**src/design/jdf_pkg.sv**
```systemverilog
// Package for the joystick to drive frame block: payload, configuration and
// job types, register indexes, reset values and frame characters.
// No dependencies.
`default_nettype none

package jdf_pkg;

  // Input item: one sample pair and the mode switch
  typedef struct packed {
    logic [11:0] x_sample;
    logic [11:0] y_sample;
    logic        auto_mode;
  } jdf_in_t;

  // Result item: one frame character
  typedef struct packed {
    logic [7:0] frame_byte;
    logic       last_byte;
  } jdf_out_t;

  // Configuration seen by the front end
  typedef struct packed {
    logic [11:0] centre_value;
    logic [10:0] dead_zone;
    logic [11:0] high_threshold;
    logic [11:0] low_threshold;
  } jdf_cfg_t;

  // Classified item passed from front to back: direction and clamped distance
  typedef struct packed {
    logic [7:0]  dir;
    logic [10:0] defl;
  } jdf_job_t;

  // Register indexes (paddr[3:2])
  localparam logic [1:0] REG_CENTRE = 2'd0;
  localparam logic [1:0] REG_DEAD   = 2'd1;
  localparam logic [1:0] REG_HIGH   = 2'd2;
  localparam logic [1:0] REG_LOW    = 2'd3;

  // Reset values
  localparam logic [11:0] CENTRE_RST = 12'd2048;
  localparam logic [10:0] DEAD_RST   = 11'd300;
  localparam logic [11:0] HIGH_RST   = 12'd2350;
  localparam logic [11:0] LOW_RST    = 12'd1750;

  // Distance saturation after the dead zone
  localparam logic [11:0] DIST_CLAMP = 12'd1300;

  // speed = floor(d*d/1690), done as (d*d*SPD_RECIP) >> 32, exact for d <= 1300
  localparam logic [21:0] SPD_RECIP = 22'd2541401;
  localparam logic [9:0]  SPD_MAX   = 10'd1000;

  // Frame characters
  localparam logic [7:0] CH_DOLLAR = 8'h24;
  localparam logic [7:0] CH_M      = 8'h4D;
  localparam logic [7:0] CH_COMMA  = 8'h2C;
  localparam logic [7:0] CH_HASH   = 8'h23;
  localparam logic [7:0] CH_ZERO   = 8'h30;
  localparam logic [7:0] CH_S      = 8'h53;
  localparam logic [7:0] CH_F      = 8'h46;
  localparam logic [7:0] CH_B      = 8'h42;
  localparam logic [7:0] CH_R      = 8'h52;
  localparam logic [7:0] CH_L      = 8'h4C;

endpackage

`default_nettype wire

```
**src/design/jdf_front.sv**
```systemverilog
// Front end: accepts sample items, picks the direction and deciding sample,
// and pushes the clamped distance into the job queue. Uses jdf_pkg.
`default_nettype none

module jdf_front #(
  parameter int SAMPLE_BITS = 12
) (
  input  wire                 clk,
  input  wire                 rst_n,
  input  wire                 in_valid,
  output logic                in_ready,
  input  jdf_pkg::jdf_in_t    in_data,
  input  jdf_pkg::jdf_cfg_t   cfg,
  input  wire                 q_full,
  output logic                q_push,
  output jdf_pkg::jdf_job_t   q_data
);
  import jdf_pkg::*;

  localparam int          MASK_BITS   = (SAMPLE_BITS > 12) ? 12 : SAMPLE_BITS;
  localparam logic [11:0] SAMPLE_MASK = 12'((32'd1 << MASK_BITS) - 32'd1);

  logic        front_v_r, front_v_nxt;
  logic [7:0]  front_dir_r, front_dir_nxt;
  logic [11:0] front_smp_r, front_smp_nxt;
  logic [11:0] x_m, y_m;
  logic        in_acc;
  logic [11:0] diff, over;
  logic [10:0] defl;

  // Classification of the incoming item
  always_comb begin
    x_m           = in_data.x_sample & SAMPLE_MASK;
    y_m           = in_data.y_sample & SAMPLE_MASK;
    front_dir_nxt = CH_S;
    front_smp_nxt = x_m;
    if (!in_data.auto_mode) begin
      if (y_m > cfg.high_threshold) begin
        front_dir_nxt = CH_F;
        front_smp_nxt = y_m;
      end else if (y_m < cfg.low_threshold) begin
        front_dir_nxt = CH_B;
        front_smp_nxt = y_m;
      end else if (x_m > cfg.high_threshold) begin
        front_dir_nxt = CH_R;
      end else if (x_m < cfg.low_threshold) begin
        front_dir_nxt = CH_L;
      end
    end
  end

  // Handshake: one holding register ahead of the queue
  assign q_push   = front_v_r && !q_full;
  assign in_ready = !front_v_r || q_push;
  assign in_acc   = in_valid && in_ready;

  always_comb begin
    front_v_nxt = front_v_r;
    if (in_acc) begin
      front_v_nxt = 1'b1;
    end else if (q_push) begin
      front_v_nxt = 1'b0;
    end
  end

  always_ff @(posedge clk) begin
    if (!rst_n) begin
      front_v_r <= 1'b0;
    end else begin
      front_v_r <= front_v_nxt;
    end
  end

  always_ff @(posedge clk) begin
    if (in_acc) begin
      front_dir_r <= front_dir_nxt;
      front_smp_r <= front_smp_nxt;
    end
  end

  // Distance from centre, less dead zone, saturated
  always_comb begin
    diff = (front_smp_r > cfg.centre_value) ? (front_smp_r - cfg.centre_value)
                                            : (cfg.centre_value - front_smp_r);
    over = diff - {1'b0, cfg.dead_zone};
    if (front_dir_r == CH_S || diff < {1'b0, cfg.dead_zone}) begin
      defl = 11'd0;
    end else if (over > DIST_CLAMP) begin
      defl = DIST_CLAMP[10:0];
    end else begin
      defl = over[10:0];
    end
    q_data.dir  = front_dir_r;
    q_data.defl = defl;
  end

`ifndef NO_ASSERTIONS
  // Auto mode always yields the stop direction
  a_auto_stop: assert property (@(posedge clk) disable iff (!rst_n)
    in_acc && in_data.auto_mode |=> front_dir_r == CH_S)
    else $error("auto mode item not classified as stop");
`endif

endmodule

`default_nettype wire

```
**src/design/jdf_queue.sv**
```systemverilog
// Two-entry job queue between the front end and the frame back end.
// Uses jdf_pkg for the job type.
`default_nettype none

module jdf_queue (
  input  wire                clk,
  input  wire                rst_n,
  input  wire                push,
  input  jdf_pkg::jdf_job_t  push_data,
  output logic               full,
  input  wire                pop,
  output logic               head_valid,
  output jdf_pkg::jdf_job_t  head_data
);
  import jdf_pkg::*;

  jdf_job_t   slot_r [2];
  logic       wr_ptr_r, wr_ptr_nxt;
  logic       rd_ptr_r, rd_ptr_nxt;
  logic [1:0] cnt_r, cnt_nxt;

  assign full       = (cnt_r == 2'd2);
  assign head_valid = (cnt_r != 2'd0);
  assign head_data  = slot_r[rd_ptr_r];

  // Pointer and fill count update
  always_comb begin
    wr_ptr_nxt = wr_ptr_r ^ push;
    rd_ptr_nxt = rd_ptr_r ^ pop;
    cnt_nxt    = cnt_r + {1'b0, push} - {1'b0, pop};
  end

  always_ff @(posedge clk) begin
    if (!rst_n) begin
      wr_ptr_r <= 1'b0;
      rd_ptr_r <= 1'b0;
      cnt_r    <= 2'd0;
    end else begin
      wr_ptr_r <= wr_ptr_nxt;
      rd_ptr_r <= rd_ptr_nxt;
      cnt_r    <= cnt_nxt;
    end
  end

  always_ff @(posedge clk) begin
    if (push) begin
      slot_r[wr_ptr_r] <= push_data;
    end
  end

`ifndef NO_ASSERTIONS
  // Fill count stays within the two slots
  a_cnt_range: assert property (@(posedge clk) disable iff (!rst_n)
    cnt_r != 2'd3)
    else $error("queue fill count out of range");
  // Pointers differ exactly when the queue holds one item
  a_ptr_cnt: assert property (@(posedge clk) disable iff (!rst_n)
    (wr_ptr_r != rd_ptr_r) == (cnt_r == 2'd1))
    else $error("queue pointers disagree with fill count");
`endif

endmodule

`default_nettype wire

```
**src/design/jdf_back.sv**
```systemverilog
// Back end, uses jdf_pkg: squares the distance, scales it to a speed, splits it
// into decimal digits, sends the frame one character per cycle while out_ready.
`default_nettype none

module jdf_back (
  input  wire                clk,
  input  wire                rst_n,
  input  wire                q_valid,
  input  jdf_pkg::jdf_job_t  q_data,
  output logic               q_pop,
  output logic               out_valid,
  input  wire                out_ready,
  output jdf_pkg::jdf_out_t  out_data
);
  import jdf_pkg::*;

  // Stage 1: square
  logic        s1_v_r, s1_v_nxt;
  logic [7:0]  s1_dir_r;
  logic [20:0] s1_sq_r;
  logic [21:0] sq_full;
  // Stage 2: speed
  logic        s2_v_r, s2_v_nxt;
  logic [7:0]  s2_dir_r;
  logic [9:0]  s2_spd_r;
  logic [42:0] spd_prod;
  // Stage 3: hundreds and remainder
  logic        s3_v_r, s3_v_nxt;
  logic [7:0]  s3_dir_r;
  logic        s3_thou_r;
  logic [3:0]  s3_hun_r;
  logic [6:0]  s3_rem_r;
  logic [15:0] hun_prod;
  logic [3:0]  hun;
  logic [9:0]  rem_full;
  // Frame being sent
  logic            fr_v_r, fr_v_nxt;
  logic [7:0]      fr_dir_r;
  logic [3:0][3:0] fr_dg_r, dg_nxt;
  logic [2:0]      fr_nd_r, nd_nxt;
  logic [3:0]      pos_r, pos_nxt;
  logic [14:0]     ten_prod;
  logic [3:0]      ten, one;
  logic [6:0]      one_full;
  // Output register
  logic     out_v_r, out_v_nxt;
  jdf_out_t out_data_r, byte_nxt;
  // Flow control
  logic       out_adv, fr_last, fr_free, fr_load, s3_load, s2_load, s1_load;
  logic [3:0] last_pos;
  logic [1:0] dg_idx;

  // Stall chain from the output back to the queue
  always_comb begin
    last_pos = 4'd5 + {1'b0, fr_nd_r};
    out_adv  = !out_v_r || out_ready;
    fr_last  = fr_v_r && (pos_r == last_pos);
    fr_free  = !fr_v_r || (out_adv && fr_last);
    fr_load  = s3_v_r && fr_free;
    s3_load  = s2_v_r && (!s3_v_r || fr_load);
    s2_load  = s1_v_r && (!s2_v_r || s3_load);
    s1_load  = q_valid && (!s1_v_r || s2_load);
    q_pop    = s1_load;
  end

  // Stage valids
  always_comb begin
    s1_v_nxt = s1_load ? 1'b1 : (s2_load ? 1'b0 : s1_v_r);
    s2_v_nxt = s2_load ? 1'b1 : (s3_load ? 1'b0 : s2_v_r);
    s3_v_nxt = s3_load ? 1'b1 : (fr_load ? 1'b0 : s3_v_r);
    fr_v_nxt = fr_load ? 1'b1 : (fr_last && out_adv ? 1'b0 : fr_v_r);
  end

  // Arithmetic per stage
  always_comb begin
    sq_full  = {11'd0, q_data.defl} * {11'd0, q_data.defl};
    spd_prod = {22'd0, s1_sq_r} * {21'd0, SPD_RECIP};
    hun_prod = {6'd0, s2_spd_r} * 16'd41;
    hun      = hun_prod[15:12];
    rem_full = s2_spd_r - ({6'd0, hun} * 10'd100);
    ten_prod = {8'd0, s3_rem_r} * 15'd205;
    ten      = ten_prod[14:11];
    one_full = s3_rem_r - ({3'd0, ten} * 7'd10);
    one      = one_full[3:0];
  end

  // Digits, most significant first, and their count
  always_comb begin
    dg_nxt = '0;
    if (s3_thou_r) begin
      dg_nxt[0] = 4'd1;
      nd_nxt    = 3'd4;
    end else if (s3_hun_r != 4'd0) begin
      dg_nxt[0] = s3_hun_r;
      dg_nxt[1] = ten;
      dg_nxt[2] = one;
      nd_nxt    = 3'd3;
    end else if (ten != 4'd0) begin
      dg_nxt[0] = ten;
      dg_nxt[1] = one;
      nd_nxt    = 3'd2;
    end else begin
      dg_nxt[0] = one;
      nd_nxt    = 3'd1;
    end
  end

  // Character at the current frame position
  always_comb begin
    dg_idx              = 2'(pos_r - 4'd5);
    byte_nxt.last_byte  = 1'b0;
    if (pos_r == 4'd0) begin
      byte_nxt.frame_byte = CH_DOLLAR;
    end else if (pos_r == 4'd1) begin
      byte_nxt.frame_byte = CH_M;
    end else if (pos_r == 4'd2 || pos_r == 4'd4) begin
      byte_nxt.frame_byte = CH_COMMA;
    end else if (pos_r == 4'd3) begin
      byte_nxt.frame_byte = fr_dir_r;
    end else if (pos_r == last_pos) begin
      byte_nxt.frame_byte = CH_HASH;
      byte_nxt.last_byte  = 1'b1;
    end else begin
      byte_nxt.frame_byte = CH_ZERO + {4'd0, fr_dg_r[dg_idx]};
    end
  end

  // Frame position and output register
  always_comb begin
    pos_nxt   = pos_r;
    out_v_nxt = out_v_r;
    if (fr_load) begin
      pos_nxt = 4'd0;
    end else if (fr_v_r && out_adv) begin
      pos_nxt = pos_r + 4'd1;
    end
    if (out_adv) begin
      out_v_nxt = fr_v_r;
    end
  end

  always_ff @(posedge clk) begin
    if (!rst_n) begin
      s1_v_r  <= 1'b0;
      s2_v_r  <= 1'b0;
      s3_v_r  <= 1'b0;
      fr_v_r  <= 1'b0;
      out_v_r <= 1'b0;
      pos_r   <= 4'd0;
    end else begin
      s1_v_r  <= s1_v_nxt;
      s2_v_r  <= s2_v_nxt;
      s3_v_r  <= s3_v_nxt;
      fr_v_r  <= fr_v_nxt;
      out_v_r <= out_v_nxt;
      pos_r   <= pos_nxt;
    end
  end

  // Payload registers
  always_ff @(posedge clk) begin
    if (s1_load) begin
      s1_dir_r <= q_data.dir;
      s1_sq_r  <= sq_full[20:0];
    end
    if (s2_load) begin
      s2_dir_r <= s1_dir_r;
      s2_spd_r <= spd_prod[41:32];
    end
    if (s3_load) begin
      s3_dir_r  <= s2_dir_r;
      s3_thou_r <= (s2_spd_r == SPD_MAX);
      s3_hun_r  <= hun;
      s3_rem_r  <= rem_full[6:0];
    end
    if (fr_load) begin
      fr_dir_r <= s3_dir_r;
      fr_dg_r  <= dg_nxt;
      fr_nd_r  <= nd_nxt;
    end
    if (out_adv && fr_v_r) begin
      out_data_r <= byte_nxt;
    end
  end

  assign out_valid = out_v_r;
  assign out_data  = out_data_r;

`ifndef NO_ASSERTIONS
  // Frame position never runs past the closing character
  a_pos_range: assert property (@(posedge clk) disable iff (!rst_n)
    fr_v_r |-> pos_r <= last_pos)
    else $error("frame position beyond closing character");
  // Last flag only on the closing hash
  a_last_hash: assert property (@(posedge clk) disable iff (!rst_n)
    out_v_r && out_data_r.last_byte |-> out_data_r.frame_byte == CH_HASH)
    else $error("last flag on a character other than hash");
  // Digit count of a loaded frame is between one and four
  a_nd_range: assert property (@(posedge clk) disable iff (!rst_n)
    fr_v_r |-> (fr_nd_r >= 3'd1 && fr_nd_r <= 3'd4))
    else $error("digit count out of range");
`endif

endmodule

`default_nettype wire

```
**src/design/joystick_to_drive_frame.sv**
```systemverilog
// Joystick to drive frame, top level: APB register file, front end, job queue
// and frame back end. Depends on jdf_pkg, jdf_front, jdf_queue, jdf_back.
// Throughput: one frame character per cycle while out_ready is high. Each item
// is a frame of 7 to 10 characters, so the rate of items is set by the
// single-character output port; items queue behind a frame in flight.
// Reset (synchronous, rst_n low) empties all stages and loads register defaults.
`default_nettype none

module joystick_to_drive_frame #(
  parameter int SAMPLE_BITS = 12
) (
  input  wire                clk,
  input  wire                rst_n,
  // sample items
  input  wire                in_valid,
  output logic               in_ready,
  input  jdf_pkg::jdf_in_t   in_data,
  // frame characters
  output logic               out_valid,
  input  wire                out_ready,
  output jdf_pkg::jdf_out_t  out_data,
  // configuration
  input  wire                psel,
  input  wire                penable,
  input  wire                pwrite,
  input  wire  [3:0]         paddr,
  input  wire  [31:0]        pwdata,
  output logic [31:0]        prdata,
  output logic               pready
);
  import jdf_pkg::*;

  logic [11:0] centre_r;
  logic [10:0] dead_r;
  logic [11:0] high_r;
  logic [11:0] low_r;
  logic        cfg_wr;
  jdf_cfg_t    cfg;
  logic        q_full, q_push, q_pop, q_valid;
  jdf_job_t    q_in, q_head;

  // Register file
  assign pready = 1'b1;
  assign cfg_wr = psel && penable && pwrite;

  always_ff @(posedge clk) begin
    if (!rst_n) begin
      centre_r <= CENTRE_RST;
      dead_r   <= DEAD_RST;
      high_r   <= HIGH_RST;
      low_r    <= LOW_RST;
    end else if (cfg_wr) begin
      case (paddr[3:2])
        REG_CENTRE: centre_r <= pwdata[11:0];
        REG_DEAD:   dead_r   <= pwdata[10:0];
        REG_HIGH:   high_r   <= pwdata[11:0];
        REG_LOW:    low_r    <= pwdata[11:0];
        default:    ;
      endcase
    end
  end

  // Read back
  always_comb begin
    case (paddr[3:2])
      REG_CENTRE: prdata = {20'd0, centre_r};
      REG_DEAD:   prdata = {21'd0, dead_r};
      REG_HIGH:   prdata = {20'd0, high_r};
      REG_LOW:    prdata = {20'd0, low_r};
      default:    prdata = 32'd0;
    endcase
  end

  always_comb begin
    cfg.centre_value   = centre_r;
    cfg.dead_zone      = dead_r;
    cfg.high_threshold = high_r;
    cfg.low_threshold  = low_r;
  end

  jdf_front #(
    .SAMPLE_BITS (SAMPLE_BITS)
  ) u_front (
    .clk      (clk),
    .rst_n    (rst_n),
    .in_valid (in_valid),
    .in_ready (in_ready),
    .in_data  (in_data),
    .cfg      (cfg),
    .q_full   (q_full),
    .q_push   (q_push),
    .q_data   (q_in)
  );

  jdf_queue u_queue (
    .clk        (clk),
    .rst_n      (rst_n),
    .push       (q_push),
    .push_data  (q_in),
    .full       (q_full),
    .pop        (q_pop),
    .head_valid (q_valid),
    .head_data  (q_head)
  );

  jdf_back u_back (
    .clk       (clk),
    .rst_n     (rst_n),
    .q_valid   (q_valid),
    .q_data    (q_head),
    .q_pop     (q_pop),
    .out_valid (out_valid),
    .out_ready (out_ready),
    .out_data  (out_data)
  );

endmodule

`default_nettype wire

```
**config.mk**
```make
export PLATFORM = sky130hd
export DESIGN_NAME = joystick_to_drive_frame
export DESIGN_NICKNAME = d
export VERILOG_FILES = /design/src/design/jdf_pkg.sv /design/src/design/jdf_front.sv /design/src/design/jdf_queue.sv /design/src/design/jdf_back.sv /design/src/design/joystick_to_drive_frame.sv
export SDC_FILE = /design/constraint.sdc
export NUM_CORES = 1
export LEC_CHECK = 0
export ABC_AREA = 1
export ABC_CLOCK_PERIOD_IN_PS = 7350
export BUFFER_PORTS_ARGS = -buffer_cell sky130_fd_sc_hd__buf_4
export CELL_PAD_IN_SITES_DETAIL_PLACEMENT = 0
export CELL_PAD_IN_SITES_GLOBAL_PLACEMENT = 1
export CORE_UTILIZATION = 40
export CTS_CLUSTER_SIZE = 30
export DETAILED_ROUTE_END_ITERATION = 16
export HOLD_SLACK_MARGIN = 0.05
export PLACE_DENSITY = 0.79
export SLEW_MARGIN = 30
export SYNTH_ARGS = -nofsm -noshare
export SYNTH_HDL_FRONTEND = slang
export SYNTH_SLANG_ARGS = --single-unit
```
**constraint.sdc**
```tcl
create_clock -name clk -period 7.35 [get_ports clk]
set_input_delay 1.1025 -clock clk [delete_from_list [all_inputs] [get_ports clk]]
set_output_delay 1.1025 -clock clk [all_outputs]
set_load 0.02 [all_outputs]
```
After elaboration in Yosys (flattened, before gate mapping)
Memories as Yosys holds them, arrays and structs flattened. A register that Yosys moved wholly into a read port is not among the register bits.
Cells that the tools add are included.

storage, ports and cells
  logic and storage cells = 155
  memories kept = 1
  bits in registers = 180
  memory bits (writable) = 38
  input port bits = 68

operators by class
  eq/ne operators = 11
  add/sub/neg operators = 11
  bitwise operators = 4
  $mul = 6
  reduce and logical (&&, ||, !) cells = 45
  magnitude comparators = 8
  muxes and demuxes = 36

memory list
  memory          words  bits a word  rd ports  clocked after Yosys merged registers in  wr ports  line             text
  u_queue.slot_r  2      19           1         1                                        1         jdf_queue.sv:17  jdf_job_t slot_r [2];

operators with widths
  cell                                                  count
  one-hot mux 32 bit (4 select lines)                   1
  2-to-1 mux 12 bit                                     4
  multiplier 21 x 22 -> 42 bit, second input constant   1
  > comparator 12 bit                                   3
  less-than comparator 12 bit                           2
  2-to-1 mux 8 bit                                      3
  subtractor 12 bit                                     2
  2-to-1 mux 11 bit                                     2
  multiplier 11 x 11 -> 21 bit                          1
  2-to-1 mux 5 bit                                      4
  multiplier 10 x 6 -> 16 bit, second input constant    1
  multiplier 7 x 8 -> 15 bit, second input constant     1
  2-to-1 mux 1 bit                                      14
  2-to-1 mux 7 bit                                      2
  > comparator 12 x 11 -> 1 bit, second input constant  1
  less-than comparator 12 x 11 -> 1 bit                 1
  2-to-1 mux 4 bit                                      3
  nonzero test 2 bit                                    6
  subtractor 12 x 11 -> 12 bit                          1
  logical AND 1 bit                                     11
  equality test 10 bit, second input constant           1
  binary-select mux 4 bit (select 2 bit)                1
  equality test 4 x 2 -> 1 bit, second input constant   2
  equality test 8 x 7 -> 1 bit, second input constant   1
  other kinds (28)                                      52

Logic depth before layout (Yosys ltp)
  depth after elaboration = 14
  gate-level depth with buffers = 32
  gate-level depth less buffers = 30

By module
From an unflattened synthesis, not the netlist that was laid out.

second synthesis, totals
  cells, all modules = 2895
  area total of the unflattened synthesis = 25030.3 um2

by module, submodules not included
  module                   cells an instance  instances  seq. area each (um2)  area each (um2)
  jdf_back                 1848               1          3123.0                17147.7
  jdf_front                610                1          530.5                 3920.0
  joystick_to_drive_frame  349                1          940.9                 2306.0
  jdf_queue                88                 1          1241.2                1656.6

Worst setup path before layout
OpenSTA, ideal clock, no wires.

  kind = register to register
  start point = register with a tool-made name
  end point = register u_back.s1_sq_r[14] (data pin)
  stages on the path, launching flop included = 22
  arrival = 5.154 ns
  data required time = 7.085 ns
  period minus slack after synthesis = 5.420 ns
  buffers on the path = 3
  slack = 1.930 ns
  cells stage by stage = dfxtp_1 buf_2 clkbuf_1 o21ai_0 clkbuf_1 nor2_1 inv_1 fa_1 inv_1 fa_1 inv_1 fa_1 fa_1 inv_1 fa_1 ha_1 a21oi_1 o21ai_0 a21o_1 a21oi_1 o21ai_0 xor2_1

RTL lines
  what                    line             text
  end signal: assignment  jdf_back.sv:164  s1_sq_r <= sq_full[20:0];
  end: declaration        jdf_back.sv:20   logic [20:0] s1_sq_r;

Worst setup path after layout
  start point = register u_back.s1_sq_r[10]
  end point = register u_back.s2_spd_r[9] (data pin)

on the way
  cells in the longest elaborated chain, start to end = 1

RTL lines
  what                           line             text
  multiplier 21 x 22 -> 42 bit   jdf_back.sv:77   spd_prod = {22'd0, s1_sq_r} * {21'd0, SPD_RECIP};
  named net u_back.spd_prod[41]  jdf_back.sv:26   logic [42:0] spd_prod;
  end signal: assignment         jdf_back.sv:168  s2_spd_r <= spd_prod[41:32];
  end: declaration               jdf_back.sv:25   logic [9:0] s2_spd_r;

The timed path passes the listed nets, and every way through them passes these cells.
A chain may end at the register's enable or synchronous reset.

==> implementation parameters <==
Parameter                              Value

Status
  Run status ... finished clean

Cells and area
  Filler instances ... ~5700
  Fraction of layout instances using a drive strength above 1 ... 5.218%
  Multi-input gate area in the final layout ... around 16000 sq um
  Most used cells in the layout excluding fill and tap cells ... 575 x inv_1, 411 x ha_1, 409 x nand2_1
  Area overhead of the layout relative to synthesis ... 8.032%
  Footprint of the flip-flops and latches ... 5265 sq um
  Final design area excluding fillers ... about 26000 sq um
  Number of nets in the finished design ... 3485
  Final antenna diode count ... 0
  Most common cell after layout, fill and taps aside ... inv_1

Critical path
  Standard cell with the maximum stage delay on the critical path ... edfxtp_1
  Crit-path cells ... ha_1, inv_1, fa_1, fa_1, inv_1, fa_1, fa_1, fa_1, inv_1, fa_1, inv_1, ha_1, a21oi_1, o21ai_0, a21oi_1, o21ai_0, nand2_1, nand3_1, xor2_1
  Worst flop-to-flop path endpoint ... u_back.s2_spd_r[9]
  Slowest stage delay, CP ... 0.62 ns
  Reg-to-Reg Start ... u_back.s1_sq_r[10]
  Path depth of the worst reg2reg path ... 19
  Top cell by count, worst path ... fa_1
  Startpoint Class ... flop
  Req. time, crit path ... 7.58 ns
  Worst Setup End Kind ... flop
  Crit-path max FO ... 7
  R2r setup slk ... 1.31 ns
  Number of buffer and inverter stages on the critical path ... 4
  CP delay by family, top ... adder cells
  Levels on crit path ... 19
  CP Class ... flop to flop
  Critical path data arrival time ... between 6 and 7 ns

Synthesis
  Cells after Synth ... approximately 2700
  Top post-synthesis cells by area ... ha_1 22%, fa_1 20%, edfxtp_1 17%
  Count of state elements after synthesis ... about 200
  Async set or reset register ratio after synthesis ... 0%
  Number of synthesized flops with an enable pin ... about 130
  Sequential element share of the synthesized area ... 22.22%
  Portion of synthesized cell area occupied by the leading cell type ... 21.70%
  Most common flop cell mapped by yosys ... edfxtp_1
  Average footprint of a synthesized cell ... ~9 sq um
  Yosys warnings ... 0
  Distinct cell type count after synthesis ... 50
  Top cell type by total area after synthesis ... ha_1
  Netlist Area Pre-Place ... approximately 24000 sq um

Route
  Via density per instance ... between 4 and 5
  Detailed-route DRC error count ... 0
  Vias post-DR ... approximately 18000
  Final Routed Wirelength ... 55230 microns
  First-pass detailed-route iteration total ... 7
  Initial DRC Count ... about 960
  Routed wire length per instance ... ~16 microns
  Number of nets with antenna violations after routing ... 0

Die
  Core Rows ... around 90
  Horizontal die dimension ... roughly 250 microns
  Placeable Area ... just under 60000 sq um
  Count of boundary I/O pins ... roughly 110
  Area of the die ... between 60000 and 70000 sq um
  Die Y-Extent ... 245.4 microns
  Initial Util ... ~40%

Placed design
  HPWL after DPL ... 47410 microns
  Number of buffers added on ports ... 67
  Gpl congestion ... 0.9337
  Area post-placement ... roughly 25000 sq um

Timing
  Largest clock skew in the final design ... about 0.023 ns
  Final hold violation count ... 0
  Transition time at the pin with the least slew margin ... about 0.94 ns
  Setup violations, final ... 0
  Final critical path time including I/O delays and setup ... 6.040 ns
  Setup TNS after final layout ... 0 ns
  RSZ-0062 raised after global routing ... no
  Number of max-slew violations in the final report ... 0
  Final period utilization ... between 80% and 90%
  Worst slew margin relative to its limit ... 36.94%
  Fmax ... ~0.17 GHz

Worst hold path
  Min-Delay Path Depth ... 0
  Worst min-delay path startpoint ... u_back.s2_dir_r[2]
  Hold EP ... u_back.s3_dir_r[2]
  Kind of path behind the tightest hold check ... flop to flop

Clocking
  Buffer depth of the longest clock path ... 2
  CTS H-tree depth ... 4
  Clock root cell ... clkbuf_16
  Post-CTS Setup Bufs ... 0
  TritonCTS clock tree ... built
  CTS clock-pin slew for the worst setup and hold paths ... 0.09 ns
  Cts repair resizes ... 0
  CTS sink cnt ... 196
  Number of buffers created by CTS ... 17
  Clock latency at the later pin of the worst-skew pair ... 0.49 ns
  Hold buffer count at CTS ... 0

Global routing
  Pin count of the biggest net entering global routing ... 54
  Via count of the first global-routing pass ... 18210
  Combined global-route utilization of all metal layers ... 19.20%
  Global-route wire length before repair ... 92160 microns
  Initial antenna violation count ... 0
  Overall overflow remaining after global route ... 0

Job
  Maximum capacitance violations ... 0
[flip-flops by register name, indices dropped and copies added (netlist names), 7 cells and up, named ones only]
register and flops:
centre_r 12, dead_r 11, high_r 12, low_r 12
u_back.fr_dg_r 12, u_back.out_data 8, u_back.s1_sq_r 20, u_back.s2_spd_r 10
u_back.s3_rem_r 7, u_front.front_smp_r 12, u_queue.slot_r 32
[area by class of cell]
cell class / count / area share, %
Tap cell: 765 / 3.740
Timing Repair Buffer: 77 / 2.258
Clock inverter: 15 / 0.7772
Clock buffer: 17 / 1.662
Sequential cell: 196 / 20.57
Inverter: 582 / 8.545
Multi-Input combinational cell: 1892 / 62.45
[worst max path at each step]
stage | start | endpoint | slack, ns
5_1_grt | u_back.s1_sq_r[10] | u_back.s2_spd_r[9] | 1.00
4_1_cts | u_back.s1_sq_r[10] | u_back.s2_spd_r[9] | 1.32
3_5_place_dp | u_back.s1_sq_r[10] | u_back.s2_spd_r[9] | 1.33
2_1_floorplan | flop | u_back.s1_sq_r[14] | 1.93
3_3_place_gp | flop | u_back.s1_sq_r[19] | 1.32
6_report | u_back.s1_sq_r[10] | u_back.s2_spd_r[9] | 1.31
[through the flow]
stage	utilization [%]	std cells	setup slack [ns]	hold slack, ns
3_5_place_dp	42.94	3512	1.334	0.4045
6_report	44.03	3544	1.310	0.4186
5_1_grt	44.03	3544	1.005	0.4194
2_1_floorplan	-	2732	1.930	0.4003
3_3_place_gp	42.93	3512	1.316	0.4034
4_1_cts	44.01	3544	1.321	0.4196
[synthesized netlist by cell type, drive strengths merged, types with 2 or more instances]
library cell / instances
xnor2: 19
o22ai: 3
buf: 34
o31ai: 4
a21o: 12
o21a: 2
clkinv: 2
a21oi: 174
mux2i: 3
dfxtp: 62
a21boi: 5
nor2: 196
nand2: 417
or2: 8
a31oi: 8
xor2: 44
nand3: 88
nand4: 27
nor3: 13
nand3b: 10
conb: 2
clkbuf: 28
o21bai: 15
o211ai: 23
a211oi: 3
o21ai: 128
o2111ai: 2
o221ai: 3
edfxtp: 134
mux2: 5
fa: 240
ha: 411
inv: 580
nor4: 4
[worst register-to-register path, cell delays in order (launching register included)]
cell and delay (ns):
edfxtp_1 0.62, ha_1 0.48, inv_1 0.12, fa_1 0.50
fa_1 0.52, inv_1 0.05, fa_1 0.48, fa_1 0.54
fa_1 0.55, inv_1 0.05, fa_1 0.57, inv_1 0.06
ha_1 0.32, a21oi_1 0.20, o21ai_0 0.17, a21oi_1 0.20
o21ai_0 0.11, nand2_1 0.06, nand3_1 0.07, xor2_1 0.15
[per-layer routing]
layer  share of wire, %  GRT usage [%]  vias up
met2                 49          32.93      292
met3                3.0          1.986       55
met4                1.7          5.334        0
met5                  0              0        -
met1                 47          25.61     8441
li1                   -              -     8813
[cells by family after synthesis]
kind of cell | count (synthesis) | synth area share (%)
DFF | 196 | 22.22
other | 2 | 0.03170
buffers and inverters | 644 | 10.71
xor gates and xnor gates | 63 | 2.329
and+or+nand+nor | 765 | 13.41
adders and majority gates | 651 | 41.98
AOI/OAI and AO/OA | 382 | 8.946
muxes | 8 | 0.3644
Power is not shown: default switching activity piles up to over one toggle a cycle in this logic, so the estimate is an artifact.
